==> config.mk <==
export PLATFORM = sky130hd
export DESIGN_NAME = fit_decreasing_bin_packer
export DESIGN_NICKNAME = d
export VERILOG_FILES = /design/src/rtl/fdbp_pkg.sv /design/src/rtl/fit_decreasing_bin_packer.sv /design/src/rtl/fdbp_fit_unit.sv
export SDC_FILE = /design/constraint.sdc
export NUM_CORES = 2
export LEC_CHECK = 0
export BUFFER_PORTS_ARGS = -buffer_cell sky130_fd_sc_hd__clkbuf_2
export CAP_MARGIN = 20
export CORE_ASPECT_RATIO = 0.6
export CORE_UTILIZATION = 31
export CTS_CLUSTER_SIZE = 25
export DETAILED_ROUTE_END_ITERATION = 12
export PLACE_DENSITY = 0.51
export SYNTH_ARGS = -nofsm -noshare
export SYNTH_HDL_FRONTEND = slang
export SYNTH_SLANG_ARGS = --single-unit
==> constraint.sdc <==
create_clock -name clk_i -period 11.15 [get_ports clk_i]
set_input_delay 0.5575 -clock clk_i [delete_from_list [all_inputs] [get_ports clk_i]]
set_output_delay 0.5575 -clock clk_i [all_outputs]
set_load 0.1 [all_outputs]
==> src/rtl/fdbp_pkg.sv <==
// Shared types and constants of the fit-decreasing bin packer.
`default_nettype none
package fdbp_pkg;

  localparam int unsigned MaxRequestsDef = 32;
  localparam int unsigned MaxBinsDef     = 16;
  localparam int unsigned BinW           = 4;
  localparam int unsigned CostW          = 21;

  localparam logic [1:0] OpVehicle = 2'd0;
  localparam logic [1:0] OpRequest = 2'd1;
  localparam logic [1:0] OpClear   = 2'd2;

  typedef struct packed {
    logic [1:0]         op;
    logic [15:0]        vehicle_capacity;
    logic [9:0]         req_id;
    logic signed [15:0] demand;
    logic [15:0]        trip_distance;
    logic               last;
  } item_t;

  typedef struct packed {
    logic             kind;
    logic [9:0]       out_request_id;
    logic [BinW-1:0]  bin_index;
    logic             assigned;
    logic [15:0]      bin_load;
    logic [CostW-1:0] bin_cost;
    logic             overflow;
    logic             last_out;
  } result_t;

  typedef struct packed {
    logic [14:0] size;
    logic [15:0] trip;
    logic [9:0]  id;
  } req_entry_t;

  typedef struct packed {
    logic             fits;
    logic [15:0]      left;
    logic [15:0]      new_load;
    logic [CostW-1:0] new_cost;
  } fit_res_t;

endpackage
`default_nettype wire

==> src/rtl/fit_decreasing_bin_packer.sv <==
// Top level of the fit-decreasing bin packer: sequencer, request memory and bin tables.
//
// Items are offered on item_i with start; one is taken when start is high and busy
// is low. Op 0 appends a vehicle capacity, op 2 clears the vehicle table and op 3
// does nothing. Op 1 stores a request by insertion into a memory kept sorted by
// decreasing size (equal sizes in arrival order); each entry moved takes an INS_RD
// read and an INS_CMP write. A request with last set starts packing: for each sorted
// request the open bins are scanned one per cycle through the shared fit unit (best
// fit always scans every open bin, first fit stops at the first bin that fits), and
// its record is registered onto result_o in PK_PLACE. Then one bin record per cycle
// follows. busy stays high for the whole run. Each record is shown for one cycle with
// result_valid_o; the receiver cannot stall. The APB port holds fit_mode at
// address 0. Reset empties the vehicle table and the batch and clears fit_mode.
`default_nettype none
module fit_decreasing_bin_packer #(
  parameter int unsigned MAX_REQUESTS = fdbp_pkg::MaxRequestsDef,
  parameter int unsigned MAX_BINS     = fdbp_pkg::MaxBinsDef
) (
  input  wire logic              clk_i,
  input  wire logic              rst_ni,
  input  wire logic              start,
  output      logic              busy,
  input  wire fdbp_pkg::item_t   item_i,
  output      logic              result_valid_o,
  output      fdbp_pkg::result_t result_o,
  input  wire logic              psel,
  input  wire logic              penable,
  input  wire logic              pwrite,
  input  wire logic [2:0]        paddr,
  input  wire logic [31:0]       pwdata,
  output      logic [31:0]       prdata,
  output      logic              pready
);
  localparam int unsigned RiW = (MAX_REQUESTS > 1) ? $clog2(MAX_REQUESTS) : 1;
  localparam int unsigned RcW = $clog2(MAX_REQUESTS + 1);
  localparam int unsigned BiW = (MAX_BINS > 1) ? $clog2(MAX_BINS) : 1;
  localparam int unsigned BcW = $clog2(MAX_BINS + 1);

  typedef enum logic [6:0] {
    IDLE     = 7'b0000001,
    INS_RD   = 7'b0000010,
    INS_CMP  = 7'b0000100,
    PK_RD    = 7'b0001000,
    PK_SCAN  = 7'b0010000,
    PK_PLACE = 7'b0100000,
    BIN_EMIT = 7'b1000000
  } state_e;

  state_e state_q, state_d;

  logic fit_mode_q;
  logic [BcW-1:0] vcount_q, open_q, b_q;
  logic [RcW-1:0] rcount_q, j_q, i_q;
  logic overflow_q, last_q, found_q, opening_q;
  logic [BiW-1:0] best_q;
  logic [15:0] best_left_q;
  fdbp_pkg::req_entry_t new_q;

  logic [15:0] caps_q [MAX_BINS];
  logic [15:0] load_q [MAX_BINS];
  logic [fdbp_pkg::CostW-1:0] cost_q [MAX_BINS];

  fdbp_pkg::req_entry_t req_mem [MAX_REQUESTS];
  fdbp_pkg::req_entry_t rdata_q;
  logic mem_we, mem_re;
  logic [RiW-1:0] mem_waddr, mem_raddr;
  fdbp_pkg::req_entry_t mem_wdata;

  logic accept;
  logic [15:0] dem_u, mag;
  fdbp_pkg::req_entry_t in_entry;
  logic [RcW-1:0] jm1;
  logic [BiW-1:0] rd_idx;
  logic [15:0] u_load;
  logic [fdbp_pkg::CostW-1:0] u_cost;
  fdbp_pkg::fit_res_t fit;
  logic better;

  assign accept = start && !busy;
  assign busy   = state_q != IDLE;
  assign pready = 1'b1;
  assign prdata = paddr[2] ? 32'd0 : {31'd0, fit_mode_q};

  always_comb begin
    dem_u = item_i.demand;
    mag   = dem_u[15] ? (~dem_u + 16'd1) : dem_u;
    in_entry.size = mag[15] ? 15'h7FFF : mag[14:0];
    in_entry.trip = item_i.trip_distance;
    in_entry.id   = item_i.req_id;
  end

  assign jm1    = j_q - RcW'(1);
  assign rd_idx = (state_q == PK_PLACE) ? best_q : b_q[BiW-1:0];
  assign u_load = (state_q == PK_PLACE && opening_q) ? 16'd0 : load_q[rd_idx];
  assign u_cost = (state_q == PK_PLACE && opening_q) ? '0 : cost_q[rd_idx];

  fdbp_fit_unit u_fit (
    .load_i (u_load),
    .size_i (rdata_q.size),
    .cap_i  (caps_q[rd_idx]),
    .cost_i (u_cost),
    .dist_i (rdata_q.trip),
    .res_o  (fit)
  );

  assign better = fit.fits && (!found_q || (fit_mode_q && fit.left < best_left_q));

  // Memory port control for the insertion sort and the packing reads.
  always_comb begin
    mem_we    = 1'b0;
    mem_re    = 1'b0;
    mem_waddr = j_q[RiW-1:0];
    mem_raddr = jm1[RiW-1:0];
    mem_wdata = new_q;
    case (state_q)
      INS_RD: begin
        if (j_q == '0) mem_we = 1'b1;
        else mem_re = 1'b1;
      end
      INS_CMP: begin
        mem_we = 1'b1;
        if (rdata_q.size < new_q.size) mem_wdata = rdata_q;
      end
      PK_RD: begin
        mem_re    = 1'b1;
        mem_raddr = i_q[RiW-1:0];
      end
      default: ;
    endcase
  end

  always_ff @(posedge clk_i) begin
    if (mem_we) req_mem[mem_waddr] <= mem_wdata;
    if (mem_re) rdata_q <= req_mem[mem_raddr];
  end

  always_ff @(posedge clk_i) begin
    if (accept && item_i.op == fdbp_pkg::OpVehicle && vcount_q < BcW'(MAX_BINS)) begin
      caps_q[vcount_q[BiW-1:0]] <= item_i.vehicle_capacity;
    end
    if (state_q == PK_PLACE && found_q) begin
      load_q[best_q] <= fit.new_load;
      cost_q[best_q] <= fit.new_cost;
    end
    if (accept && item_i.op == fdbp_pkg::OpRequest) new_q <= in_entry;
  end

  always_ff @(posedge clk_i or negedge rst_ni) begin
    if (!rst_ni) begin
      fit_mode_q <= 1'b0;
    end else if (psel && penable && pwrite && !paddr[2]) begin
      fit_mode_q <= pwdata[0];
    end
  end

  always_comb begin
    state_d = state_q;
    case (state_q)
      IDLE:    if (accept && item_i.op == fdbp_pkg::OpRequest) begin
        if (rcount_q < RcW'(MAX_REQUESTS)) state_d = INS_RD;
        else if (item_i.last) state_d = PK_RD;
      end
      INS_RD:  if (j_q == '0) state_d = last_q ? PK_RD : IDLE;
               else state_d = INS_CMP;
      INS_CMP: if (rdata_q.size < new_q.size) state_d = INS_RD;
               else state_d = last_q ? PK_RD : IDLE;
      PK_RD:   state_d = PK_SCAN;
      PK_SCAN: if (b_q < open_q) begin
        if (!fit_mode_q && fit.fits) state_d = PK_PLACE;
      end else begin
        state_d = PK_PLACE;
      end
      PK_PLACE: if (i_q + RcW'(1) == rcount_q) state_d = (open_q == '0) ? IDLE : BIN_EMIT;
                else state_d = PK_RD;
      BIN_EMIT: if (b_q + BcW'(1) == open_q) state_d = IDLE;
      default: state_d = IDLE;
    endcase
  end

  always_ff @(posedge clk_i or negedge rst_ni) begin
    if (!rst_ni) begin
      state_q        <= IDLE;
      vcount_q       <= '0;
      rcount_q       <= '0;
      open_q         <= '0;
      overflow_q     <= 1'b0;
      last_q         <= 1'b0;
      j_q            <= '0;
      i_q            <= '0;
      b_q            <= '0;
      found_q        <= 1'b0;
      opening_q      <= 1'b0;
      best_q         <= '0;
      best_left_q    <= '0;
      result_valid_o <= 1'b0;
      result_o       <= '0;
    end else begin
      state_q        <= state_d;
      result_valid_o <= 1'b0;
      case (state_q)
        IDLE: if (accept) begin
          case (item_i.op)
            fdbp_pkg::OpVehicle: begin
              if (vcount_q < BcW'(MAX_BINS)) vcount_q <= vcount_q + BcW'(1);
              else overflow_q <= 1'b1;
            end
            fdbp_pkg::OpClear: vcount_q <= '0;
            fdbp_pkg::OpRequest: begin
              last_q <= item_i.last;
              j_q    <= rcount_q;
              i_q    <= '0;
              if (rcount_q >= RcW'(MAX_REQUESTS)) overflow_q <= 1'b1;
            end
            default: ;
          endcase
        end
        INS_RD: if (j_q == '0) rcount_q <= rcount_q + RcW'(1);
        INS_CMP: begin
          if (rdata_q.size < new_q.size) j_q <= jm1;
          else rcount_q <= rcount_q + RcW'(1);
        end
        PK_RD: begin
          b_q       <= '0;
          found_q   <= 1'b0;
          opening_q <= 1'b0;
        end
        PK_SCAN: begin
          if (b_q < open_q) begin
            if (better) begin
              found_q     <= 1'b1;
              best_q      <= b_q[BiW-1:0];
              best_left_q <= fit.left;
            end
            b_q <= b_q + BcW'(1);
          end else if (!found_q && open_q < vcount_q && open_q < BcW'(MAX_BINS)) begin
            found_q   <= 1'b1;
            opening_q <= 1'b1;
            best_q    <= open_q[BiW-1:0];
            open_q    <= open_q + BcW'(1);
          end
        end
        PK_PLACE: begin
          result_valid_o          <= 1'b1;
          result_o.kind           <= 1'b0;
          result_o.out_request_id <= rdata_q.id;
          result_o.bin_index      <= found_q ? fdbp_pkg::BinW'(best_q) : '0;
          result_o.assigned       <= found_q;
          result_o.bin_load       <= '0;
          result_o.bin_cost       <= '0;
          result_o.overflow       <= overflow_q;
          result_o.last_out       <= (i_q + RcW'(1) == rcount_q) && (open_q == '0);
          i_q <= i_q + RcW'(1);
          b_q <= '0;
          if (i_q + RcW'(1) == rcount_q && open_q == '0) begin
            rcount_q   <= '0;
            overflow_q <= 1'b0;
          end
        end
        BIN_EMIT: begin
          result_valid_o          <= 1'b1;
          result_o.kind           <= 1'b1;
          result_o.out_request_id <= '0;
          result_o.bin_index      <= fdbp_pkg::BinW'(b_q[BiW-1:0]);
          result_o.assigned       <= 1'b0;
          result_o.bin_load       <= load_q[rd_idx];
          result_o.bin_cost       <= cost_q[rd_idx];
          result_o.overflow       <= overflow_q;
          result_o.last_out       <= b_q + BcW'(1) == open_q;
          b_q <= b_q + BcW'(1);
          if (b_q + BcW'(1) == open_q) begin
            rcount_q   <= '0;
            open_q     <= '0;
            overflow_q <= 1'b0;
          end
        end
        default: ;
      endcase
    end
  end

  a_result_from_emit: assert property (@(posedge clk_i) disable iff (!rst_ni)
    result_valid_o |-> ($past(state_q) == PK_PLACE || $past(state_q) == BIN_EMIT))
    else $error("result strobe outside an emitting step");
  a_idle_no_bins: assert property (@(posedge clk_i) disable iff (!rst_ni)
    state_q == IDLE |-> open_q == '0)
    else $error("bins left open while idle");
  a_count_bound: assert property (@(posedge clk_i) disable iff (!rst_ni)
    rcount_q <= RcW'(MAX_REQUESTS) && vcount_q <= BcW'(MAX_BINS))
    else $error("request or vehicle count beyond capacity");
  a_place_open_bin: assert property (@(posedge clk_i) disable iff (!rst_ni)
    (state_q == PK_PLACE && found_q) |-> BcW'(best_q) < open_q)
    else $error("item placed in a bin that is not open");

endmodule
`default_nettype wire

==> src/rtl/fdbp_fit_unit.sv <==
// Shared bin arithmetic: fit test, leftover space and saturating load and cost sums.
`default_nettype none
module fdbp_fit_unit (
  input  wire logic [15:0]                load_i,
  input  wire logic [14:0]                size_i,
  input  wire logic [15:0]                cap_i,
  input  wire logic [fdbp_pkg::CostW-1:0] cost_i,
  input  wire logic [15:0]                dist_i,
  output fdbp_pkg::fit_res_t              res_o
);
  logic [16:0] sum;
  logic [fdbp_pkg::CostW:0] csum;

  always_comb begin
    sum  = {1'b0, load_i} + {2'b00, size_i};
    csum = {1'b0, cost_i} + (fdbp_pkg::CostW + 1)'(dist_i);
    res_o.fits     = sum <= {1'b0, cap_i};
    res_o.left     = cap_i - sum[15:0];
    res_o.new_load = sum[16] ? 16'hFFFF : sum[15:0];
    res_o.new_cost = csum[fdbp_pkg::CostW] ? {fdbp_pkg::CostW{1'b1}}
                                           : csum[fdbp_pkg::CostW-1:0];
  end
endmodule
`default_nettype wire
==> flow_summary_export.csv <==
group,metric,value,unit
routing,metal1_wirelength,136.7,mm
sta,slew-limit-headroom,19.38,%
sta,slew_viol_final,0,
run_status,outcome,"complete, no violations",
synth,mappedNetlistArea,97190,sq um
routing,dr_wl_met3,18.37,mm
floorplan,die_area,315800,sq um
critical_path,timing.critical_path.from_type,"register",
synth,synth_sequential_area_ratio,72.39,%
sta,fin_worst_skew,0.09194,ns
min_path,holdCritPathClass,"in2reg",
final_layout,seqCellArea,70350,sq um
critical_path,path_depth,31,
synth,post_synth_and_or_nand_nor_area_fraction,8.428,%
grt,grt_use_total,17.23,%
sta,fin_worst_hold_slack,0.06071,ns
floorplan,core_area,310400,sq um
power,ir_worst_vdd,0.0003618,V
grt,wire_length_of_the_first_global_routing_pass,398.7,mm
grt,antenna_found_initial,11,
floorplan,placementRows,158,
power,pwr-share-clk,29.2,%
critical_path,critical_path.max_stage_delay,0.98,ns
critical_path,endpoint_kind,"register",
critical_path,worst-path-max-fanout,18,
synth,synth.area.mux_share,10.18,%
routing,avgViaCountPerCell,5.207,
critical_path,reg2regPathDepth,31,
place,place_congestion,0.8331,
synth,postSynthCellCount,6155,
critical_path,cp_data_arrival_time,10.07,ns
sta,worst_slew_pin_slew,1.201,ns
synth,yosys.area_share.xor_xnor,0.5857,%
routing,highest_layer,"met5",
critical_path,critPathTopFamily,"compound AO/OA/AOI/OAI gates",
place,port_bufs,126,
cts,postCtsSetupRepairBufs,0,
power,net-switching-power,0.007904,W
sta,final_hold_viol_count,0,
critical_path,crit_buf_inv,4,
cts,worst_skew_pair.late_latency,0.91,ns
final_layout,synthToLayoutAreaGrowth,13.86,%
critical_path,crit_reg_reg_startpoint,"b_q[2]",
routing,drtAntennaViolNets,0,
final_layout,postLayoutCellArea,110700,sq um
power,power.share.combinational,28.9,%
routing,drt-initial-drc-count,5660,
floorplan,boundaryPins,192,
sta,endpoints_failing_setup,0,
final_layout,layout_commonest_cell,"edfxtp_1",
grt,first_global_vias,54110,
critical_path,timing.reg2reg.setup_slack,1.79,ns
final_layout,layout.cells.most_common_list,"2,242 x edfxtp_1, 993 x nand2_1, 446 x nand3_1",
sta,achievable-frequency,106.8,MHz
cts,tritoncts_buffer_count,219,
power,power.density_cell_area,230.7,nW/um^2
synth,synth_cell_types,93,
floorplan,die-width,724.9,um
routing,post-route-drc-count,0,
synth,synth-compound-area-share,4.780,%
sta,setup-tns-final,0,ns
critical_path,timing.rr.end,"best_left_q[12]",
job,total_of_max_cap_violations,0,
synth,avgSynthCellArea,15.79,sq um
final_layout,finalNetCount,6556,
cts,cts_num_sinks,2363,
power,swShare,30.96,%
grt,grt_overflow_total,0,
critical_path,critical-path-slowest-cell,"a21oi_1",
power,power.static_leakage,36.64,nW
final_layout,final.fill_count,29170,
synth,yosysWarnings,0,
cts,cts-root-buf,"clkbuf_16",
synth,synth-adder-area-share,1.491,%
final_layout,multi_input_comb_area,25480,sq um
routing,detail_route.wl_per_cell,26.17,um
min_path,hold_depth,3,
final_layout,postLayoutCoreUtil,35.66,%
place,placed_cell_area,103400,sq um
final_layout,final_cell_count_no_fill,10670,
routing,routed_wl,279.2,mm
place,placedCellCount,10250,
routing,vias,55570,
sta,rsz_0062_raised_after_global_routing,"no",
cts,clk_pin_slew_worst_paths,0.07,ns
cts,max-clock-path-buffers,4,
sta,min_period_over_period,83.97,%
min_path,sink_of_the_worst_hold_path,"new_q[35]",
synth,synth_enable_flop_cells,2242,
routing,routed-wl-met2,118.5,mm
floorplan,start_util,31.31,%
power,intPower,0.01763,W
final_layout,final_layout_size_suffix_gt1_share,18.19,%
sta,post-route-min-period,9.363,ns
critical_path,worst-endpoint-required,11.86,ns
synth,synth_top_family_by_area,"multiplexers",
cts,cts.htree.levels,4,
floorplan,die_h,435.7,um
place,hpwlAfterDp,153.1,mm
synth,yosys_register_bits,2363,
grt,grt_max_degree,130,
min_path,timing.hold.worst.start,"item_i[26]",
power,share_of_power_burned_in_registers,41.8,%
critical_path,timing.setup.critical_path_class,"reg2reg",
cts,tritoncts,"done",
synth,ys_async_sr_fraction,5.121,%
synth,ys_dominant_reg_cell,"edfxtp_1",
routing,drt_pass1_iterations,5,
what timing repair did:
action / CTS / global route
hold endpoints to repair: 74 / 0
resized for setup: 0 / 0
hold buffers: 30 / 0
layout make-up:
| cell class | instances | share of cell area [%] |
|---|---|---|
| Tap cell | 4160 | 4.703 |
| Antenna cell | 2 | 0.004523 |
| Timing Repair Buffer | 308 | 2.051 |
| Clock buffer | 286 | 5.308 |
| Clock inverter | 105 | 0.9350 |
| Inverter | 117 | 0.3969 |
| Sequential cell | 2363 | 63.57 |
| Multi-Input combinational cell | 3331 | 23.03 |
worst register-to-register path, delay by kind of cell, from the launching register on:
kind | cells | cell delay [ns]
xor gates and xnor gates | 2 | 0.60
AOI/OAI and AO/OA | 12 | 3.68
and+or+nand+nor | 10 | 2.03
DFF | 1 | 0.83
buffers and inverters | 4 | 1.13
adders and majority gates | 3 | 0.97
worst max-delay path by stage:
stage	from	end	slack, ns
after global routing	b_q[2]	best_left_q[12]	1.25
after floorplan	state_q[6]	best_left_q[1]	3.44
after global placement	state_q[2]	best_left_q[12]	1.68
final	b_q[2]	best_left_q[12]	1.79
after CTS	state_q[2]	best_left_q[12]	1.69
after detailed placement	state_q[2]	best_left_q[12]	1.70
state kept, by name, summed over array words and instances, names as in the netlist, 4 cells and up:
name	cells
rdata_q	41
req_mem	1312
best_left_q	16
caps_q	256
vcount_q	5
state_q	7
j_q	6
cost_q	336
open_q	5
i_q	6
rcount_q	6
b_q	5
new_q	41
best_q	4
load_q	256
result_o	55
synth_stat cells, types with 7 or more instances:
library cell	instances	area (sq um)
o31ai_1	15	112.6
ha_1	111	1389
nor4_1	18	112.6
clkbuf_1	218	818.3
nand2_1	996	3739
or3_1	11	68.82
buf_1	56	210.2
a311oi_1	83	727.0
mux2_2	135	1520
o22ai_1	7	43.79
a21oi_1	133	665.6
buf_4	34	255.2
xor2_1	27	236.5
a31o_2	33	289.0
xnor2_1	38	332.8
o21ai_0	187	935.9
nand3b_1	11	82.58
and3_1	74	462.9
a21boi_0	10	75.07
nand3_1	446	2232
a21o_1	25	187.7
nor2b_1	12	75.07
nor2_1	210	788.3
o21a_1	11	82.58
mux2i_1	96	960.9
nand2b_1	21	131.4
edfxtp_1	2242	67320
inv_1	116	435.4
o211ai_1	46	345.3
nand4_1	9	56.30
mux4_2	329	7410
a211oi_1	31	232.7
dfrtp_1	120	3003
a31oi_1	24	150.1
buf_2	61	305.3
nor3_1	22	110.1
through the flow:
stage	worst slack (ns)	power, W
global route	1.250	0.02667
detailed placement	1.701	0.01825
CTS	1.692	0.02574
finish	1.787	0.02553
floorplan	3.441	0.01601
global placement	1.684	0.01817
cells by family (layout without fill, tap and decap cells):
group,Yosys count,count (layout)
xor gates and xnor gates,65,65
other,2,34
buffers and inverters,491,816
DFF,2363,2363
adders and majority gates,114,114
AOI/OAI and AO/OA,691,691
muxes,560,560
and+or+nand+nor,1869,1869
power by group through the flow:
stage | clock [W] | sequential (W) | combinational (W)
4_1_cts | 0.00763 | 0.0107 | 0.00742
3_5_place_dp | 0 | 0.0109 | 0.00737
5_1_grt | 0.00795 | 0.0107 | 0.00803
6_report | 0.00746 | 0.0107 | 0.00739
2_1_floorplan | 0 | 0.0107 | 0.00527
3_3_place_gp | 0 | 0.0109 | 0.00729
layer usage:
layer	GRT usage [%]	vias to the layer above
li1	-	24010
met3	2.563	335
met4	3.447	10
met1	27.30	29360
met5	0	-
met2	24.91	1856
Power figures use the tool's default switching activity.
